$ cat config.mk
export PLATFORM = sky130hd
export DESIGN_NAME = fixed_partition_fit_allocator
export DESIGN_NICKNAME = d
export VERILOG_FILES = /design/src/rtl/fpfa_pkg.sv /design/src/rtl/fpfa_ram.sv /design/src/rtl/fpfa_fit_unit.sv /design/src/rtl/fixed_partition_fit_allocator.sv
export SDC_FILE = /design/constraint.sdc
export NUM_CORES = 1
export LEC_CHECK = 0
export BUFFER_PORTS_ARGS = -buffer_cell sky130_fd_sc_hd__clkbuf_2
export CAP_MARGIN = 25
export CELL_PAD_IN_SITES_DETAIL_PLACEMENT = 0
export CELL_PAD_IN_SITES_GLOBAL_PLACEMENT = 1
export CORE_MARGIN = 1.5
export CORE_UTILIZATION = 25
export CTS_CLUSTER_DIAMETER = 120
export DETAILED_ROUTE_END_ITERATION = 12
export PLACE_DENSITY = 0.53
export SLEW_MARGIN = 20
export SYNTH_ARGS = -nofsm -noshare
export SYNTH_HDL_FRONTEND = slang
export SYNTH_SLANG_ARGS = --single-unit
export TNS_END_PERCENT = 20
$ cat constraint.sdc
create_clock -name i_clk -period 23.5 [get_ports i_clk]
set_clock_uncertainty 0.05 [all_clocks]
set_input_delay 0 -clock i_clk [delete_from_list [all_inputs] [get_ports i_clk]]
set_output_delay 0 -clock i_clk [all_outputs]
set_load 0.05 [all_outputs]
$ cat src/rtl/fpfa_pkg.sv
// ----------------------------------------------------------------------------
// fpfa_pkg
// Shared types and fixed field widths for the fixed-partition fit allocator.
// ----------------------------------------------------------------------------
package fpfa_pkg;

    // fixed field widths of the item ports
    localparam int OP_W    = 2;
    localparam int BIDX_W  = 4;
    localparam int FSIZE_W = 16;
    localparam int TAG_W   = 8;
    localparam int TOT_W   = 20;
    localparam int WAIT_W  = 16;
    localparam int MODE_W  = 2;

    // saturation limits of the running totals
    localparam logic [TOT_W-1:0]  TOTAL_MAX = {TOT_W{1'b1}};
    localparam logic [WAIT_W-1:0] WAIT_MAX  = {WAIT_W{1'b1}};

    // item operation codes
    typedef enum logic [OP_W-1:0] {
        OP_LOAD  = 2'd0,
        OP_REQ   = 2'd1,
        OP_QUERY = 2'd2,
        OP_NOP   = 2'd3
    } t_op;

    // allocation policy codes
    typedef enum logic [MODE_W-1:0] {
        FIT_FIRST = 2'd0,
        FIT_NEXT  = 2'd1,
        FIT_BEST  = 2'd2,
        FIT_WORST = 2'd3
    } t_fit_mode;

endpackage

$ cat src/rtl/fpfa_ram.sv
// ----------------------------------------------------------------------------
// fpfa_ram
// Generic single-write, single-read RAM with registered read data.
// ----------------------------------------------------------------------------
module fpfa_ram #(
    parameter int WIDTH = 16,
    parameter int DEPTH = 16
) (
    input  logic                     i_clk,
    input  logic                     i_we,
    input  logic [$clog2(DEPTH)-1:0] i_waddr,
    input  logic [WIDTH-1:0]         i_wdata,
    input  logic [$clog2(DEPTH)-1:0] i_raddr,
    output logic [WIDTH-1:0]         o_rdata
);

    logic [WIDTH-1:0] r_mem [DEPTH];

    // write port
    always_ff @(posedge i_clk) begin
        if (i_we) begin
            r_mem[i_waddr] <= i_wdata;
        end
    end

    // registered read port
    always_ff @(posedge i_clk) begin
        o_rdata <= r_mem[i_raddr];
    end

endmodule

$ cat src/rtl/fpfa_fit_unit.sv
// ----------------------------------------------------------------------------
// fpfa_fit_unit
// Shared fit compare: checks one candidate partition against the request and
// the best choice so far under the active policy.
// ----------------------------------------------------------------------------
module fpfa_fit_unit #(
    parameter int SIZE_BITS = 16
) (
    input  fpfa_pkg::t_fit_mode   i_mode,
    input  logic                  i_qualify,
    input  logic [SIZE_BITS-1:0]  i_size,
    input  logic [SIZE_BITS-1:0]  i_need,
    input  logic                  i_found,
    input  logic [SIZE_BITS-1:0]  i_best_left,
    output logic                  o_take,
    output logic [SIZE_BITS-1:0]  o_left
);
    import fpfa_pkg::*;

    logic fits;
    logic better;

    // size check and leftover
    assign fits   = i_qualify && (i_size >= i_need);
    assign o_left = i_size - i_need;

    // policy compare against the running best
    always_comb begin
        case (i_mode)
            FIT_BEST:  better = (o_left < i_best_left);
            FIT_WORST: better = (o_left > i_best_left);
            default:   better = 1'b0;
        endcase
    end

    assign o_take = fits && (!i_found || better);

endmodule

$ cat src/rtl/fixed_partition_fit_allocator.sv
// ----------------------------------------------------------------------------
// fixed_partition_fit_allocator
// Table of fixed partitions with first, next, best and worst fit allocation.
// ----------------------------------------------------------------------------
// One item is taken at a time; o_in_ready is high only while the sequencer is
// idle. A load reads the old size and then writes the partition, a query reads
// the entry and then forms its fields, and a no operation goes straight to done.
// A request walks the size memory one partition per cycle through the shared
// fit compare, starting at the next-fit pointer in next fit mode and at 0
// otherwise, and then commits in the grant state. A finished result sits in the output
// register; the next item is taken while it waits. Sizes are held at
// SIZE_BITS bits; the external total is kept exact and clamped at the port.
// ----------------------------------------------------------------------------
module fixed_partition_fit_allocator #(
    parameter int NUM_BLOCKS = 16,
    parameter int SIZE_BITS  = 16
) (
    input  logic                            i_clk,
    input  logic                            i_rst_n,
    // configuration
    input  logic                            i_cfg_we,
    input  logic [fpfa_pkg::MODE_W-1:0]     i_cfg_wdata,
    // input channel
    input  logic                            i_in_valid,
    output logic                            o_in_ready,
    input  logic [fpfa_pkg::OP_W-1:0]       i_op,
    input  logic [fpfa_pkg::BIDX_W-1:0]     i_block_index,
    input  logic [fpfa_pkg::FSIZE_W-1:0]    i_block_size,
    input  logic [fpfa_pkg::FSIZE_W-1:0]    i_request_size,
    input  logic [fpfa_pkg::TAG_W-1:0]      i_request_tag,
    // output channel
    output logic                            o_out_valid,
    input  logic                            i_out_ready,
    output logic                            o_granted,
    output logic [fpfa_pkg::BIDX_W-1:0]     o_chosen_block,
    output logic [fpfa_pkg::FSIZE_W-1:0]    o_leftover,
    output logic                            o_entry_allocated,
    output logic [fpfa_pkg::TAG_W-1:0]      o_entry_tag,
    output logic [fpfa_pkg::FSIZE_W-1:0]    o_entry_size,
    output logic [fpfa_pkg::TOT_W-1:0]      o_internal_total,
    output logic [fpfa_pkg::TOT_W-1:0]      o_external_total,
    output logic [fpfa_pkg::WAIT_W-1:0]     o_waiting_count
);
    import fpfa_pkg::*;

    localparam int IDX_W  = $clog2(NUM_BLOCKS);
    localparam int PTR_W  = IDX_W + 1;
    localparam int FREE_W = SIZE_BITS + IDX_W + 1;
    localparam int CMP_W  = (FREE_W > TOT_W) ? FREE_W : TOT_W;
    localparam int FRG_W  = TOT_W + 1;
    localparam int EXT_W  = (BIDX_W > PTR_W) ? BIDX_W + 1 : PTR_W + 1;
    localparam logic [PTR_W-1:0] PTR_END = PTR_W'(NUM_BLOCKS);

    typedef enum logic [2:0] {
        S_IDLE,
        S_LD_RD,
        S_LD_WR,
        S_Q_RD,
        S_Q_OUT,
        S_SCAN,
        S_GRANT,
        S_DONE
    } t_state;

    t_state r_state;

    // configuration and persistent state
    t_fit_mode              r_fit_mode;
    logic [NUM_BLOCKS-1:0]  r_present;
    logic [NUM_BLOCKS-1:0]  r_taken;
    logic [IDX_W-1:0]       r_start;
    logic [TOT_W-1:0]       r_frag;
    logic [FREE_W-1:0]      r_free;
    logic [WAIT_W-1:0]      r_wait;

    // latched item
    logic [IDX_W-1:0]       r_idx;
    logic [SIZE_BITS-1:0]   r_bsize;
    logic [SIZE_BITS-1:0]   r_need;
    logic [TAG_W-1:0]       r_tag;

    // scan state
    logic [PTR_W-1:0]       r_ptr;
    logic                   r_cmp_vld;
    logic [IDX_W-1:0]       r_cmp_idx;
    logic                   r_found;
    logic [IDX_W-1:0]       r_best_idx;
    logic [SIZE_BITS-1:0]   r_best_left;
    logic [SIZE_BITS-1:0]   r_best_size;

    // result fields before the output register
    logic                   r_res_grant;
    logic [BIDX_W-1:0]      r_res_chosen;
    logic [FSIZE_W-1:0]     r_res_left;
    logic                   r_res_alloc;
    logic [TAG_W-1:0]       r_res_tag;
    logic [FSIZE_W-1:0]     r_res_size;

    // memory and compare wiring
    logic                   size_we;
    logic [IDX_W-1:0]       size_waddr;
    logic [SIZE_BITS-1:0]   size_wdata;
    logic                   own_we;
    logic [IDX_W-1:0]       own_waddr;
    logic [TAG_W-1:0]       own_wdata;
    logic [IDX_W-1:0]       rd_addr;
    logic [SIZE_BITS-1:0]   size_rdata;
    logic [TAG_W-1:0]       own_rdata;
    logic                   fit_take;
    logic [SIZE_BITS-1:0]   fit_left;
    logic                   fit_qualify;

    // derived values
    logic                   in_beat;
    logic [EXT_W-1:0]       in_idx_ext;
    logic                   in_range;
    logic [CMP_W-1:0]       free_ext;
    logic [TOT_W-1:0]       free_clamp;
    logic [FRG_W-1:0]       frag_sum;
    logic [FREE_W-1:0]      old_free_part;
    logic [FREE_W-1:0]      n_free_load;

    assign in_beat    = i_in_valid && o_in_ready;
    assign in_idx_ext = EXT_W'(i_block_index);
    assign in_range   = (in_idx_ext < EXT_W'(NUM_BLOCKS));

    // external total clamp
    assign free_ext   = CMP_W'(r_free);
    assign free_clamp = (free_ext > CMP_W'(TOTAL_MAX)) ? TOTAL_MAX : TOT_W'(free_ext);

    // internal total with saturation
    assign frag_sum = FRG_W'(r_frag) + FRG_W'(r_best_left);

    // free total update for a load: drop old free size, add new one
    assign old_free_part = (r_present[r_idx] && !r_taken[r_idx]) ?
                           FREE_W'(size_rdata) : '0;
    assign n_free_load   = r_free - old_free_part + FREE_W'(r_bsize);

    assign fit_qualify = r_cmp_vld && r_present[r_cmp_idx] && !r_taken[r_cmp_idx];

    // memory port control
    always_comb begin
        size_we    = 1'b0;
        size_waddr = r_idx;
        size_wdata = r_bsize;
        own_we     = 1'b0;
        own_waddr  = r_idx;
        own_wdata  = '0;
        rd_addr    = r_idx;
        case (r_state)
            S_LD_WR: begin
                size_we = 1'b1;
                own_we  = 1'b1;
            end
            S_SCAN: begin
                rd_addr = r_ptr[IDX_W-1:0];
            end
            S_GRANT: begin
                own_we    = r_found;
                own_waddr = r_best_idx;
                own_wdata = r_tag;
            end
            default: begin
                rd_addr = r_idx;
            end
        endcase
    end

    fpfa_ram #(
        .WIDTH (SIZE_BITS),
        .DEPTH (NUM_BLOCKS)
    ) u_size_ram (
        .i_clk   (i_clk),
        .i_we    (size_we),
        .i_waddr (size_waddr),
        .i_wdata (size_wdata),
        .i_raddr (rd_addr),
        .o_rdata (size_rdata)
    );

    fpfa_ram #(
        .WIDTH (TAG_W),
        .DEPTH (NUM_BLOCKS)
    ) u_owner_ram (
        .i_clk   (i_clk),
        .i_we    (own_we),
        .i_waddr (own_waddr),
        .i_wdata (own_wdata),
        .i_raddr (rd_addr),
        .o_rdata (own_rdata)
    );

    fpfa_fit_unit #(
        .SIZE_BITS (SIZE_BITS)
    ) u_fit (
        .i_mode      (r_fit_mode),
        .i_qualify   (fit_qualify),
        .i_size      (size_rdata),
        .i_need      (r_need),
        .i_found     (r_found),
        .i_best_left (r_best_left),
        .o_take      (fit_take),
        .o_left      (fit_left)
    );

    // sequencer, table marks, totals and output register
    always_ff @(posedge i_clk) begin
        if (!i_rst_n) begin
            r_state     <= S_IDLE;
            r_fit_mode  <= FIT_FIRST;
            r_present   <= '0;
            r_taken     <= '0;
            r_start     <= '0;
            r_frag      <= '0;
            r_free      <= '0;
            r_wait      <= '0;
            r_cmp_vld   <= 1'b0;
            r_found     <= 1'b0;
            o_in_ready  <= 1'b0;
            o_out_valid <= 1'b0;
        end else begin
            // configuration write
            if (i_cfg_we) begin
                r_fit_mode <= t_fit_mode'(i_cfg_wdata);
            end

            // output beat taken, refilled from the done state
            if (o_out_valid && i_out_ready && (r_state != S_DONE)) begin
                o_out_valid <= 1'b0;
            end

            case (r_state)
                S_IDLE: begin
                    if (in_beat) begin
                        o_in_ready   <= 1'b0;
                        r_idx        <= in_idx_ext[IDX_W-1:0];
                        r_bsize      <= SIZE_BITS'(i_block_size);
                        r_need       <= SIZE_BITS'(i_request_size);
                        r_tag        <= i_request_tag;
                        r_res_grant  <= 1'b0;
                        r_res_chosen <= '0;
                        r_res_left   <= '0;
                        r_res_alloc  <= 1'b0;
                        r_res_tag    <= '0;
                        r_res_size   <= '0;
                        r_found      <= 1'b0;
                        r_best_left  <= '0;
                        r_cmp_vld    <= 1'b0;
                        r_ptr        <= (r_fit_mode == FIT_NEXT) ? PTR_W'(r_start) : '0;
                        case (t_op'(i_op))
                            OP_LOAD:  r_state <= in_range ? S_LD_RD : S_DONE;
                            OP_REQ:   r_state <= S_SCAN;
                            OP_QUERY: r_state <= in_range ? S_Q_RD : S_DONE;
                            default:  r_state <= S_DONE;
                        endcase
                    end else begin
                        o_in_ready <= 1'b1;
                    end
                end

                // old size read for the free total
                S_LD_RD: begin
                    r_state <= S_LD_WR;
                end

                S_LD_WR: begin
                    r_free           <= n_free_load;
                    r_present[r_idx] <= 1'b1;
                    r_taken[r_idx]   <= 1'b0;
                    r_state          <= S_DONE;
                end

                S_Q_RD: begin
                    r_state <= S_Q_OUT;
                end

                // entries never loaded read as zero
                S_Q_OUT: begin
                    r_res_alloc <= r_taken[r_idx];
                    r_res_tag   <= r_present[r_idx] ? own_rdata : '0;
                    r_res_size  <= r_present[r_idx] ? FSIZE_W'(size_rdata) : '0;
                    r_state     <= S_DONE;
                end

                // one partition per cycle through the fit compare
                S_SCAN: begin
                    if (r_ptr != PTR_END) begin
                        r_cmp_vld <= 1'b1;
                        r_cmp_idx <= r_ptr[IDX_W-1:0];
                        r_ptr     <= r_ptr + PTR_W'(1);
                    end else begin
                        r_cmp_vld <= 1'b0;
                        r_state   <= S_GRANT;
                    end
                    if (fit_take) begin
                        r_found     <= 1'b1;
                        r_best_idx  <= r_cmp_idx;
                        r_best_left <= fit_left;
                        r_best_size <= size_rdata;
                    end
                end

                // commit the grant or count the miss
                S_GRANT: begin
                    if (r_found) begin
                        r_taken[r_best_idx] <= 1'b1;
                        r_free              <= r_free - FREE_W'(r_best_size);
                        r_frag              <= (frag_sum > FRG_W'(TOTAL_MAX)) ?
                                               TOTAL_MAX : TOT_W'(frag_sum);
                        if (r_fit_mode == FIT_NEXT) begin
                            r_start <= r_best_idx;
                        end
                        r_res_grant  <= 1'b1;
                        r_res_chosen <= BIDX_W'(r_best_idx);
                        r_res_left   <= FSIZE_W'(r_best_left);
                    end else if (r_wait != WAIT_MAX) begin
                        r_wait <= r_wait + WAIT_W'(1);
                    end
                    r_state <= S_DONE;
                end

                // hand the result to the output register
                S_DONE: begin
                    if (!o_out_valid || i_out_ready) begin
                        o_out_valid       <= 1'b1;
                        o_granted         <= r_res_grant;
                        o_chosen_block    <= r_res_chosen;
                        o_leftover        <= r_res_left;
                        o_entry_allocated <= r_res_alloc;
                        o_entry_tag       <= r_res_tag;
                        o_entry_size      <= r_res_size;
                        o_internal_total  <= r_frag;
                        o_external_total  <= free_clamp;
                        o_waiting_count   <= r_wait;
                        o_in_ready        <= 1'b1;
                        r_state           <= S_IDLE;
                    end
                end

                default: begin
                    r_state <= S_IDLE;
                end
            endcase
        end
    end

endmodule

==> flow_metrics.py <==
metrics = {
    "run_status": {
        "status": "finished clean",
    },
    "placement": {
        "dpl_worst_slack_ns": 17.61,
        "port_buffers": 156,
        "place_hpwl_mm": 61.1,
        "place_congestion": 0.803,
    },
    "detailed_routing": {
        "post_drt_wl_per_cell_um": 19.9,
        "drt_iter0_drc": 1558,
        "viasPerCell": 4.53,
        "ant_nets": 0,
        "wl_mm": 94.1,
        "dr.pass1.iters": 5,
        "num_vias": 21400,
        "drc_errors": 0,
    },
    "clock_tree": {
        "cts_tree": "yes",
        "clk_path_buf_depth": 3,
        "clk_pin_slew_ns": 0.07,
        "cts_buffers": 88,
        "cts_max_level": 3,
        "cts_sinks": 747,
        "postCtsResizedCells": 0,
        "clk-insertion-delay-late_ns": 0.70,
        "root_buffer": "clkbuf_16",
    },
    "synth": {
        "synth_seq_cells": 747,
        "yosysSeqAreaShare": 0.648,
        "synth.most_common_cell": "edfxtp_1",
        "ys_warn_count": 0,
        "synth_area_sq_mm": 0.0327,
        "synthDistinctLibCells": 74,
        "async_reset_ff_frac": 0,
        "yosysTopAreaCellShare": 0.570,
        "ys_top_cells_by_count": "621 x edfxtp_1, 310 x nand2_1, 169 x nor2_1, 150 x inv_1, 137 x a21oi_1",
        "yosys.area.top_type": "edfxtp_1",
        "synth.avg_cell_area_sq_um": 12.3,
        "synth_edf_count": 621,
        "synthTopCellsByArea": "edfxtp_1 57%, dfxtp_1 7.7%, ha_1 3.6%",
        "syn_nets": 2821,
        "synth_top_flop_cell": "edfxtp_1",
        "syn_inst": 2654,
    },
    "min_path": {
        "min_to": "r_need[1]",
        "hold_depth": 2,
        "hold_class": "in2reg",
        "holdCritStartpoint": "i_request_size[1]",
    },
    "setup_path": {
        "critPathMaxFanout": 16,
        "r2r_end": "free_ext[20]",
        "reg2reg_depth": 14,
        "timing.rr.start": "r_idx[0]",
        "regToRegSetupSlack_ns": 18.00,
        "path_class": "reg2reg",
        "required_ns": 24.04,
        "start_kind": "register",
        "critPathCaptureType": "register",
        "worstPathArrival_ns": 6.04,
    },
    "timing": {
        "rsz0062_at_grt": "false",
        "slew_headroom": 0.299,
        "fmax_ghz": 0.182,
        "hold_viol": 0,
        "final_max_slew_viol_count": 0,
        "setup_viol": 0,
        "min_period_ns": 5.50,
        "tightest_slew_ns": 1.05,
        "finalCritPeriodShare": 0.234,
        "setup-tns-final_ns": 0,
        "setup_ws_ns": 18.00,
    },
    "power": {
        "peakVddDrop_mv": 0.0630,
        "p_leak_uw": 0.0141,
        "power.density_mw_per_mm2": 99.1,
    },
    "finish": {
        "final_util": 0.307,
        "drive_gt1_frac": 0.138,
        "n_antenna_cell": 0,
        "syn_to_final_growth_pct": 21.6,
        "fin_nets": 3077,
    },
    "grt": {
        "track_usage": 0.140,
        "grt_max_degree": 192,
        "grt_pass1_vias": 20900,
        "grt_pass1_wl_mm": 138,
        "antenna_found_initial": 1,
        "overflow": 0,
    },
    "floorplan": {
        "start_util": 0.252,
        "core_sq_mm": 0.130,
        "rows": 132,
        "die_w_um": 365,
        "io_pins": 157,
        "die_area_sq_mm": 0.133,
        "die-height_um": 365,
    },
    "run": {
        "cap_violations": 0,
    },
}
-- where the power goes --
part / internal [uW] / total, uW / switching (uW)
logic: 320 / 881 / 561
registers: 1530 / 1610 / 78.8
clock network: 878 / 1450 / 574
total: 2720 / 3940 / 1210
-- flip-flops by register name, indices dropped and copies added, names as in the netlist, 20 cells and up --
register           cells
r_frag                20
o_internal_total      20
free_ext              21
u_owner_ram.r_mem    128
u_size_ram.r_mem     256
o_external_total      20
-- timing repair --
item                                   CTS  global route
hold buffers                            92             0
setup buffers                            0             0
endpoints found under the hold margin   68             0
-- worst max-delay path: stages (launching register included) --
cell	delay, ns
edfxtp_1	0.84
mux4_2	0.61
mux4_2	0.51
nor2b_2	0.50
and2_1	0.22
fa_1	0.45
fa_1	0.48
nor2b_1	0.18
o2111ai_1	0.15
a31o_2	0.27
o2111ai_1	0.29
o311ai_0	0.28
o31ai_1	0.32
xnor2_1	0.16
o2bb2ai_1	0.08
-- metal layers --
layer,global-route usage,part of all wire,up-vias
met5,0,0,-
met3,0.0208,0.041,130
met2,0.217,0.45,453
met4,0.0555,0.031,0
li1,-,-,10300
met1,0.195,0.48,10500
-- layout make-up --
| type | count | area, sq um |
|---|---|---|
| fill | 13100 | 89900 |
| sequential | 747 | 21200 |
| multi-input combinational | 1617 | 10600 |
| clock buffer | 114 | 2380 |
| tap | 1742 | 2180 |
| timing repair buffer | 305 | 2170 |
| clock inverter | 52 | 726 |
| inverter | 151 | 568 |
-- placed cells by master (no fill, tap or decap), types with 89 or more instances in the layout --
master and instances:
nor2_1 155, and2_1 131, ha_1 95, edfxtp_1 621
inv_1 149, a211oi_1 136, clkbuf_16 89, clkbuf_2 156
a21oi_1 134, dlygate4sd3_1 92, nand2_1 310, dfxtp_1 126
-- kinds of logic after synthesis --
| kind of cell | share of synthesized area |
|---|---|
| AOI/OAI and AO/OA | 0.123 |
| muxes | 0.0129 |
| adders and majority gates | 0.0480 |
| xor gates and xnor gates | 0.0145 |
| DFF | 0.648 |
| buffers and inverters | 0.0341 |
| and+or+nand+nor | 0.120 |
-- through the flow --
step                power, uW  cells  cell area, sq um  hold WS (ns)
global route             4150   4728             39700        0.0118
global placement         2510   4466             35700         0.129
detailed placement       2510   4468             35700         0.129
floorplan                2210   2654             32700        0.0489
finish                   3940   4728             39700        0.0386
CTS                      4000   4726             39700      0.000547
-- worst max-delay path by stage --
stage	from	endpoint	slack (ns)	depth (start not counted)
2_1_floorplan	o_out_valid	o_chosen_block[0]	15.09	2
3_3_place_gp	r_idx[0]	free_ext[19]	17.77	15
3_5_place_dp	r_idx[0]	free_ext[20]	17.61	14
4_1_cts	r_idx[0]	free_ext[20]	17.61	14
5_1_grt	r_idx[0]	free_ext[19]	17.55	15
6_report	r_idx[0]	free_ext[20]	18.00	14
Note: power is estimated with default switching activity, not from simulation.
